### src/rtl/amg_pkg.sv
// ----------------------------------------------------------------------------
// amg_pkg - shared types for the adjacency matrix graph store
// Operation codes, sequencer states and fixed field widths.
// ----------------------------------------------------------------------------
package amg_pkg;

  localparam int unsigned VTX_W  = 6;
  localparam int unsigned OP_W   = 2;
  localparam int unsigned CNT_W  = 7;
  localparam int unsigned IN_DW  = 16;
  localparam int unsigned OUT_DW = 8;
  localparam int unsigned OUT_UW = 2;

  typedef enum logic [OP_W-1:0] {
    OP_ADD  = 2'd0,
    OP_SUCC = 2'd1,
    OP_PRED = 2'd2
  } op_t;

  typedef enum logic [2:0] {
    ST_CLEAR,
    ST_IDLE,
    ST_ADD_WR,
    ST_LOAD,
    ST_SCAN,
    ST_FLUSH
  } state_t;

endpackage

### src/rtl/adjacency_matrix_graph_store_top.sv
// ----------------------------------------------------------------------------
// adjacency_matrix_graph_store_top - directed graph kept as a bit matrix
//
// Input stream: in_tuser carries the operation (add edge, successor query,
// predecessor query), in_tdata the two vertices. An add returns nothing.
// A query returns one transfer per neighbor in ascending order, with tlast
// on the final one; a query with no neighbors returns one empty transfer,
// and a query on a vertex at or above vertex_count returns one transfer
// with the bad-vertex flag set.
// The matrix is one memory row per vertex. A single scan counter walks the
// vertices one per cycle: a successor query first loads the source row into
// a register in the load state, a predecessor query reads one row per cycle
// and picks the column bit. The vertex count in use is vertex_count limited
// to MAX_VERTICES. in_tready is high only in the idle state, so no new item
// is taken while a query still scans or an add still writes. Each hit is
// held back until the next one so that tlast can be set on the final one. A
// stalled receiver pauses the scan; the output register lets the next item
// be taken while the last result waits. After reset a clearing pass writes
// MAX_VERTICES zero rows, one per cycle, before the first item.
// ----------------------------------------------------------------------------
module adjacency_matrix_graph_store_top #(
  parameter int unsigned MAX_VERTICES = 64
) (
  input  logic                         clk,
  input  logic                         rst_n,
  input  logic                         in_tvalid,
  output logic                         in_tready,
  input  logic [amg_pkg::IN_DW-1:0]    in_tdata,   // vertex_a [5:0], vertex_b [11:6]
  input  logic [amg_pkg::OP_W-1:0]     in_tuser,   // op [1:0]
  output logic                         out_tvalid,
  input  logic                         out_tready,
  output logic [amg_pkg::OUT_DW-1:0]   out_tdata,  // neighbour [5:0]
  output logic [amg_pkg::OUT_UW-1:0]   out_tuser,  // found [0], bad_vertex [1]
  output logic                         out_tlast,
  input  logic                         cfg_wr_en,
  input  logic [amg_pkg::CNT_W-1:0]    cfg_wr_data
);
  import amg_pkg::*;

  localparam int unsigned VW = (MAX_VERTICES > 1) ? $clog2(MAX_VERTICES) : 1;
  localparam int unsigned CW = (VW + 1 > CNT_W) ? VW + 1 : CNT_W;

  // adjacency memory: row i, bit j set means edge (i, j)
  logic [MAX_VERTICES-1:0] mem [MAX_VERTICES];

  state_t                  state_r, state_nxt;
  logic [VW-1:0]           j_r, j_nxt;
  logic                    pend_valid_r, pend_valid_nxt;
  logic [VW-1:0]           pend_j_r, pend_j_nxt;
  logic                    bad_r, bad_nxt;
  logic                    prev_r, prev_nxt;
  logic [VW-1:0]           a_r, a_nxt;
  logic [VW-1:0]           b_r, b_nxt;
  logic [MAX_VERTICES-1:0] row_r, row_nxt;
  logic [MAX_VERTICES-1:0] rd_data_r;
  logic [CNT_W-1:0]        vc_r;

  logic                    out_valid_r, out_valid_nxt;
  logic [VTX_W-1:0]        out_nb_r, out_nb_nxt;
  logic                    out_found_r, out_found_nxt;
  logic                    out_last_r, out_last_nxt;
  logic                    out_bad_r, out_bad_nxt;

  logic                    we;
  logic [VW-1:0]           wa;
  logic [MAX_VERTICES-1:0] wd;
  logic [VW-1:0]           ra;

  logic [CW-1:0]           eff_n;
  logic [VTX_W-1:0]        in_a, in_b;
  op_t                     in_op;
  logic                    in_xfer, a_ok, b_ok, out_free, cur_bit, at_end;

  assign in_a    = in_tdata[VTX_W-1:0];
  assign in_b    = in_tdata[2*VTX_W-1:VTX_W];
  assign in_op   = op_t'(in_tuser);
  assign in_xfer = in_tvalid && in_tready;
  assign eff_n   = (CW'(vc_r) < CW'(MAX_VERTICES)) ? CW'(vc_r) : CW'(MAX_VERTICES);
  assign a_ok    = CW'(in_a) < eff_n;
  assign b_ok    = CW'(in_b) < eff_n;
  assign out_free = !out_valid_r || out_tready;
  assign cur_bit = prev_r ? rd_data_r[a_r] : row_r[j_r];
  assign at_end  = CW'(j_r) == eff_n - CW'(1);

  assign in_tready  = state_r == ST_IDLE;
  assign out_tvalid = out_valid_r;
  assign out_tdata  = OUT_DW'(out_nb_r);
  assign out_tuser  = {out_bad_r, out_found_r};
  assign out_tlast  = out_last_r;

  always_comb begin
    state_nxt      = state_r;
    j_nxt          = j_r;
    pend_valid_nxt = pend_valid_r;
    pend_j_nxt     = pend_j_r;
    bad_nxt        = bad_r;
    prev_nxt       = prev_r;
    a_nxt          = a_r;
    b_nxt          = b_r;
    row_nxt        = row_r;
    out_valid_nxt  = out_valid_r && !out_tready;
    out_nb_nxt     = out_nb_r;
    out_found_nxt  = out_found_r;
    out_last_nxt   = out_last_r;
    out_bad_nxt    = out_bad_r;
    we             = 1'b0;
    wa             = j_r;
    wd             = '0;
    ra             = j_r;

    case (state_r)
      ST_CLEAR: begin
        we = 1'b1;
        if (j_r == VW'(MAX_VERTICES - 1)) begin
          state_nxt = ST_IDLE;
          j_nxt     = '0;
        end else begin
          j_nxt = j_r + VW'(1);
        end
      end
      ST_IDLE: begin
        ra = (in_op == OP_PRED) ? '0 : VW'(in_a);
        a_nxt          = VW'(in_a);
        b_nxt          = VW'(in_b);
        prev_nxt       = in_op == OP_PRED;
        j_nxt          = '0;
        pend_valid_nxt = 1'b0;
        if (in_xfer) begin
          case (in_op)
            OP_ADD: begin
              if (a_ok && b_ok) state_nxt = ST_ADD_WR;
            end
            OP_SUCC, OP_PRED: begin
              bad_nxt = !a_ok;
              if (!a_ok)               state_nxt = ST_FLUSH;
              else if (in_op == OP_PRED) state_nxt = ST_SCAN;
              else                     state_nxt = ST_LOAD;
            end
            default: ;
          endcase
        end
      end
      ST_ADD_WR: begin
        we        = 1'b1;
        wa        = a_r;
        wd        = rd_data_r | (MAX_VERTICES'(1) << b_r);
        state_nxt = ST_IDLE;
      end
      ST_LOAD: begin
        row_nxt   = rd_data_r;
        state_nxt = ST_SCAN;
      end
      ST_SCAN: begin
        // hold the scan when a hit must push the pending one out and cannot
        if (!(cur_bit && pend_valid_r && !out_free)) begin
          if (cur_bit) begin
            if (pend_valid_r) begin
              out_valid_nxt = 1'b1;
              out_nb_nxt    = VTX_W'(pend_j_r);
              out_found_nxt = 1'b1;
              out_last_nxt  = 1'b0;
              out_bad_nxt   = 1'b0;
            end
            pend_valid_nxt = 1'b1;
            pend_j_nxt     = j_r;
          end
          ra = j_r + VW'(1);
          if (at_end) begin
            state_nxt = ST_FLUSH;
          end else begin
            j_nxt = j_r + VW'(1);
          end
        end
      end
      ST_FLUSH: begin
        if (out_free) begin
          out_valid_nxt  = 1'b1;
          out_nb_nxt     = pend_valid_r ? VTX_W'(pend_j_r) : '0;
          out_found_nxt  = pend_valid_r;
          out_last_nxt   = 1'b1;
          out_bad_nxt    = bad_r;
          pend_valid_nxt = 1'b0;
          state_nxt      = ST_IDLE;
        end
      end
      default: state_nxt = ST_IDLE;
    endcase
  end

  always_ff @(posedge clk) begin
    if (we) begin
      mem[wa] <= wd;
    end
    rd_data_r <= mem[ra];
  end

  always_ff @(posedge clk) begin
    if (!rst_n) begin
      state_r      <= ST_CLEAR;
      j_r          <= '0;
      pend_valid_r <= 1'b0;
      out_valid_r  <= 1'b0;
      vc_r         <= CNT_W'(64);
    end else begin
      state_r      <= state_nxt;
      j_r          <= j_nxt;
      pend_valid_r <= pend_valid_nxt;
      out_valid_r  <= out_valid_nxt;
      if (cfg_wr_en) begin
        vc_r <= cfg_wr_data;
      end
    end
  end

  always_ff @(posedge clk) begin
    pend_j_r    <= pend_j_nxt;
    bad_r       <= bad_nxt;
    prev_r      <= prev_nxt;
    a_r         <= a_nxt;
    b_r         <= b_nxt;
    row_r       <= row_nxt;
    out_nb_r    <= out_nb_nxt;
    out_found_r <= out_found_nxt;
    out_last_r  <= out_last_nxt;
    out_bad_r   <= out_bad_nxt;
  end

  a_idle_no_pend: assert property (@(posedge clk) disable iff (!rst_n)
    state_r == ST_IDLE |-> !pend_valid_r)
    else $error("pending hit left over after a query");

  a_bad_to_flush: assert property (@(posedge clk) disable iff (!rst_n)
    in_xfer && (in_op == OP_SUCC || in_op == OP_PRED) && !a_ok |=> state_r == ST_FLUSH)
    else $error("bad queried vertex did not go straight to flush");

  a_bad_result: assert property (@(posedge clk) disable iff (!rst_n)
    out_valid_r && out_bad_r |-> out_last_r && !out_found_r)
    else $error("bad-vertex result must be a single empty last transfer");

  a_scan_range: assert property (@(posedge clk) disable iff (!rst_n)
    state_r == ST_SCAN |-> CW'(j_r) < eff_n)
    else $error("scan index beyond vertex count");

  a_hit_order: assert property (@(posedge clk) disable iff (!rst_n)
    state_r == ST_SCAN && pend_valid_r |-> pend_j_r < j_r)
    else $error("pending hit not below scan index");

endmodule
### config.mk
export PLATFORM = sky130hd
export DESIGN_NAME = adjacency_matrix_graph_store_top
export DESIGN_NICKNAME = d
export VERILOG_FILES = /design/src/rtl/amg_pkg.sv /design/src/rtl/adjacency_matrix_graph_store_top.sv
export SDC_FILE = /design/constraint.sdc
export NUM_CORES = 2
export LEC_CHECK = 0
export BUFFER_PORTS_ARGS = -buffer_cell sky130_fd_sc_hd__buf_4
export CORE_ASPECT_RATIO = 1.1
export CORE_UTILIZATION = 55
export CTS_CLUSTER_SIZE = 20
export DETAILED_ROUTE_END_ITERATION = 6
export GPL_ROUTABILITY_DRIVEN = 1
export PLACE_DENSITY_LB_ADDON = 0.25
export SETUP_SLACK_MARGIN = 0.2
export SKIP_CTS_REPAIR_TIMING = 1
export SYNTH_ARGS = -nofsm -noshare
export SYNTH_HDL_FRONTEND = slang
export SYNTH_SLANG_ARGS = --single-unit
### constraint.sdc
create_clock -name clk -period 5.43 [get_ports clk]
set_clock_uncertainty 0.1 [all_clocks]
set_input_delay 0.543 -clock clk [delete_from_list [all_inputs] [get_ports clk]]
set_output_delay 0.543 -clock clk [all_outputs]
set_load 0.01 [all_outputs]
Yosys cells after proc, flatten, opt, wreduce, memory -nomap -nowiden

Memories as Yosys holds them, arrays and structs flattened. A register that Yosys moved wholly into a read port is not among the register bits.
Cells that the tools add are included.

Register bits after elaboration: 111
Memory bits (writable): 4096
Input port bits: 30
Output and inout port bits: 13
Logic and storage cells: 123
Memories kept: 1

Memory list:

| name | depth | bits a word | read ports | clocked after Yosys merged registers in | write ports | line                                   | text |
|---|---|---|---|---|---|---|---|
| mem  | 64    | 64          | 1          | 1                                       | 1           | adjacency_matrix_graph_store_top.sv:44 | `logic [MAX_VERTICES-1:0] mem [MAX_VERTICES];` |

Add/subtract/negate cells: 2
Magnitude comparators: 5
Equal/unequal tests: 19
Shift operators: 1
Mux-type cells: 55
Bitwise gates (word level): 2
Reductions and logical operators: 23

Operator list:

| operator               | number |
|---|---|
| $mux W6                | 11 |
| $mux W64               | 1 |
| $or A64 B64 Y64        | 1 |
| $shl A1 B6 Y64 const A | 1 |
| $mux W3                | 8 |
| $pmux W6 S2            | 2 |
| $mux W1                | 22 |
| $pmux W6 S3            | 1 |
| $pmux W3 S5            | 1 |
| $lt A6 B7 Y1           | 2 |
| $lt A6 B7 Y1 const B   | 2 |
| $ne A2 B2 Y1 const B   | 7 |
| $bmux W1 S6            | 2 |
| $reduce_and A3 Y1      | 3 |
| $pmux W1 S2            | 4 |
| $eq A6 B7 Y1           | 1 |
| $lt A7 B7 Y1 const B   | 1 |
| $mux W7                | 1 |
| $reduce_and A7 Y1      | 1 |
| $sub A7 B1 Y7 const B  | 1 |
| $add A6 B1 Y6 const B  | 1 |
| $eq A3 B2 Y1 const B   | 2 |
| $eq A3 B3 Y1 const B   | 2 |
| $eq A6 B6 Y1 const B   | 1 |
| other kinds (19)       | 28 |

Logic depth before layout (Yosys ltp)

Depth after elaboration: 8
Gate-level depth with buffers: 20

Least setup slack after synthesis

No wires, ideal clock.

Kind: flip-flop to flip-flop
From: reg j_r[2]
To: mem mem[22][0], enable pin
Library setup time: 487 ps
Arrival time: 4467 ps
Setup slack: 376 ps
Stages on the path, launching flop included: 9
Path buffers: 4
Period minus slack after synthesis: 5054 ps
Cell sequence: dfxtp_1 buf_4 buf_4 buf_2 clkbuf_1 nand3_1 o21ai_0 nand2_1 nor2_1

Longest elaborated chain between the ends: 1

Ends and longest elaborated chain:

| what                   | line                                    | text |
|---|---|---|
| start, declared        | adjacency_matrix_graph_store_top.sv:47  | `logic [VW-1:0] j_r, j_nxt;` |
| start signal, assigned | adjacency_matrix_graph_store_top.sv:206 | `j_r <= j_nxt;` |
| $mux W6                | adjacency_matrix_graph_store_top.sv:111 | `case (state_r)` |
| end, declared          | adjacency_matrix_graph_store_top.sv:44  |  |

No other way between the ends.

Final worst setup path

From: reg rd_data_r[23], read port of mem
To: reg rd_data_r[19], read port of mem

Longest elaborated chain between the ends: 7

Ends and longest elaborated chain:

| what                             | line                                    | text |
|---|---|---|
| start, declared                  | adjacency_matrix_graph_store_top.sv:55  | `logic [MAX_VERTICES-1:0] rd_data_r;` |
| $bmux W1 S6                      | adjacency_matrix_graph_store_top.sv:82  | `assign cur_bit = prev_r ? rd_data_r[a_r] : row_r[j_r];` |
| $mux W1 (not written as such)    | adjacency_matrix_graph_store_top.sv:82  |  |
| $mux W1                          | adjacency_matrix_graph_store_top.sv:82  |  |
| $logic_and A1 B1 Y1 (2 in a row) | adjacency_matrix_graph_store_top.sv:155 | `if (!(cur_bit && pend_valid_r && !out_free)) begin` |
| $mux W6                          | adjacency_matrix_graph_store_top.sv:155 |  |
| $pmux W6 S2                      | adjacency_matrix_graph_store_top.sv:111 |  |

No other way between the ends. The select of a mux whose other input is x is not followed.
A chain may end at the register's enable or synchronous reset.

==> flow_metrics.py <==
metrics = {
    "outcome": {
        "status": "finished, violations left",
        "violations": "DRC",
    },
    "pwr": {
        "p_per_area_nw_per_um2": 368,
        "clkPwrFrac_pct": 41.5,
        "comb_power_share_pct": 5.8,
        "seq_power_share_pct": 52.7,
        "p_int_w": 0.0537,
        "cellLeakagePower_nw": 51.3,
        "p_sw_w": 0.0153,
        "max-vdd-ir-drop_v": 0.000278,
        "swShare_pct": 22.2,
    },
    "layout": {
        "layoutNonFillerInstCount": 14818,
        "postLayoutCellArea_um2": 188000,
        "layout-drive-gt1-share_pct": 14.8,
        "final_net_count": 10588,
        "syn_to_final_growth_pct": 13.8,
    },
    "place": {
        "dp_slack_ns": 0.0428,
        "dp_hpwl_mm": 275,
        "place_congestion": 0.929,
        "place_inst": 14012,
        "port_buffers": 36,
        "placed_area_um2": 174000,
    },
    "critical_path": {
        "reg2reg_from": "rd_data_r[23]",
        "critPathKind": "reg -> reg",
        "crit_chain": "mux4_2 > mux2i_1 > nor2_1 > or4b_2 > o2111ai_2 > mux2_4 > nand2_8 > buf_12 > buf_12 > buf_4 > nand2_1 > a221oi_1 > o21ai_0 > and4_1 > nand4_1",
        "crit_top_cell": "buf_12",
        "crit_slowest_cell": "or4b_2",
        "rrSetupSlack_ns": 0.21,
        "cp_slowest_stage_delay_ns": 0.71,
        "arrival_ns": 5.95,
        "r2r_end": "rd_data_r[19]",
        "crit_fanout": 48,
        "start_kind": "flop",
        "worst_setup_path_end_kind": "flop",
        "ff2ff_path_depth": 15,
        "cp_data_required_time_ns": 6.16,
    },
    "clock_tree": {
        "cts_buffers": 407,
        "clock_tree.buffer_depth": 4,
        "clock_latency_ns": 0.95,
        "path_clk_slew_ns": 0.07,
        "cts_tree": "yes",
        "cts.sinks": 4271,
        "clockRootBuffer": "clkbuf_16",
        "htree_levels": 5,
    },
    "global_routing": {
        "grt_max_degree": 94,
        "grt_pass1_vias": 97728,
        "grtUsageTotal_pct": 34.4,
        "grt-ovfl-total": 0,
        "grt_antenna_before_repair": 21,
        "grt_pass1_wl_mm": 726,
    },
    "synth": {
        "syn_inst": 10275,
        "synth_seq_cells": 4271,
        "synth-main-ff-cell": "edfxtp_1",
        "async_reset_ff_share_pct": 0,
        "yosysMostFrequentCell": "edfxtp_1",
        "syn_avg_cell_area_um2": 16.1,
        "syn_area_um2": 165000,
        "yosysTopAreaCell": "edfxtp_1",
        "ys_types": 78,
        "yosys-top-cells-count": "edfxtp_1, nand2_1, a21oi_1, a221oi_1, clkbuf_1",
        "synth-seq-area-share_pct": 77.3,
        "synth_top_area_share_pct": 76.3,
        "ys_top_cells_by_area": "edfxtp_1, nand2_1, a21oi_1, mux4_2, a221oi_1",
        "synth_warnings": 0,
        "synth_edf_count": 4189,
    },
    "detailed_routing": {
        "ant_nets": 0,
        "route.met2.wl_mm": 235,
        "wl_met1_mm": 182,
        "vias_per_cell": 6.95,
        "wire_per_inst_um": 35.5,
        "drc": 8,
        "num_vias": 103041,
        "route.met3.wl_mm": 75.3,
        "dr.max_layer_used": "met5",
        "drt_iter0_drc": 18025,
        "drt_pre_antenna_iters": 7,
        "routed_wl_mm": 527,
    },
    "sta": {
        "max_clock_freq_mhz": 192,
        "drv_slew": 0,
        "max_slew_margin_pct": 6.51,
        "fin_hold_ws_ns": 0.0883,
        "worstMarginPinSlew_ns": 1.40,
        "rsz0062_at_grt": "no",
        "setup_tns_ns": 0,
        "fin_ws_ns": 0.209,
        "fin_crit_ns": 5.22,
        "hold_viol": 0,
        "finalSetupViolations": 0,
        "post-route-period-util_pct": 96.1,
    },
    "floorplan": {
        "die-area_um2": 302000,
        "ioPinCount": 43,
        "die_x_um": 524,
        "core_um2": 298000,
        "start_util_pct": 55.4,
        "rows": 210,
        "die_y_um": 576,
    },
    "run": {
        "drv_cap": 0,
    },
    "hold_path": {
        "min_path_cells": 5,
        "min_path_type": "in -> reg",
        "min_from": "out_tready",
        "holdPathEnd": "pend_valid_r",
    },
}
-- cells in the final DEF, fill, tap and decap left out, types with 10 or more instances in the layout --
cell,count
clkbuf_1,82
a32o_1,63
mux4_2,270
buf_4,361
ha_1,15
nand2b_1,16
diode_2,14
clkinv_1,60
edfxtp_1,4189
a31oi_1,65
o22ai_1,10
clkbuf_8,34
clkbuf_16,418
o21ai_0,135
bufinv_16,39
a32oi_1,128
nor2_1,106
nor2b_1,18
clkinv_2,86
a221oi_1,571
and2_1,11
buf_12,175
o21ai_1,11
and4_1,63
nor2_4,136
dlygate4sd3_1,27
a21o_1,10
a21oi_1,1285
dfxtp_1,81
mux2_2,14
clkinvlp_4,16
nand2_1,1778
a22oi_1,71
mux2i_1,232
o21a_1,68
nand4_1,68
nand3_1,20
-- flip-flops by register name, indices dropped and copies added, names as in the netlist, 3 cells and up --
signal,flops
a_r,6
b_r,6
j_r,6
mem,4096
out_nb_r,6
pend_j_r,6
rd_data_r,64
row_r,64
state_r,3
vc_r,7
-- routing by layer --
layer | vias up | global-route usage, %
met3 | 1743 | 9.16
li1 | 41067 | -
met5 | - | 0
met4 | 6 | 19.3
met1 | 52125 | 45.8
met2 | 8100 | 51.9
-- final cells by class --
class | instances | area, µm²
Sequential cell | 4271 | 127000
Fill cell | 20498 | 110000
Multi-Input combinational cell | 5286 | 35400
Clock buffer | 533 | 11200
Timing Repair Buffer | 567 | 6560
Tap cell | 3922 | 4910
Clock inverter | 215 | 2160
Inverter | 10 | 37.5
Antenna cell | 14 | 35.0
-- cell families (layout without fill, tap and decap cells) --
logic type,count (synthesis),count (layout),synth area share (%)
other,1,16,0.00227
AND/OR/NAND/NOR,2284,2287,5.74
buffers and inverters,722,1325,2.00
XOR/XNOR,9,9,0.0478
AO/OA/AOI/OAI,2455,2455,9.63
flip-flops,4271,4271,77.3
adder cells (fa/ha/maj),15,15,0.114
multiplexers,518,518,5.21
-- power by group through the flow --
stage	Sequential (W)	Clock, W	Combinational (W)
5_1_grt	0.0363	0.0299	0.00423
6_report	0.0364	0.0287	0.00403
2_1_floorplan	0.0368	0	0.00237
3_3_place_gp	0.0370	0	0.00379
3_5_place_dp	0.0370	0	0.00387
4_1_cts	0.0363	0.0287	0.00390
-- how the worst max path moves through the flow --
stage | slack [ns] | end | cells past startpoint | start
finish | 0.21 | rd_data_r[19] | 15 | rd_data_r[23]
global route | 0.18 | rd_data_r[19] | 17 | a_r[0]
CTS | -0.007 | rd_data_r[23] | 13 | a_r[0]
detailed placement | 0.04 | rd_data_r[23] | 13 | a_r[0]
global placement | 0.05 | rd_data_r[23] | 13 | a_r[0]
floorplan | 0.38 | mem[22][0] | 8 | j_r[2]
-- worst max-delay path, delay by kind of cell (launching register included) --
family	cells	cell delay [ns]
flops	1	0.50
mux	3	1.37
buf+inv	3	0.80
compound gates	3	0.65
simple gates	6	1.54
-- per-stage QoR --
stage / utilization, % / total power [W]
after floorplan: - / 0.0391
after global placement: 58.3 / 0.0408
after detailed placement: 58.3 / 0.0409
after CTS: 62.8 / 0.0689
after global routing: 63.0 / 0.0705
final: 63.0 / 0.0691
Power figures use the tool's default switching activity.
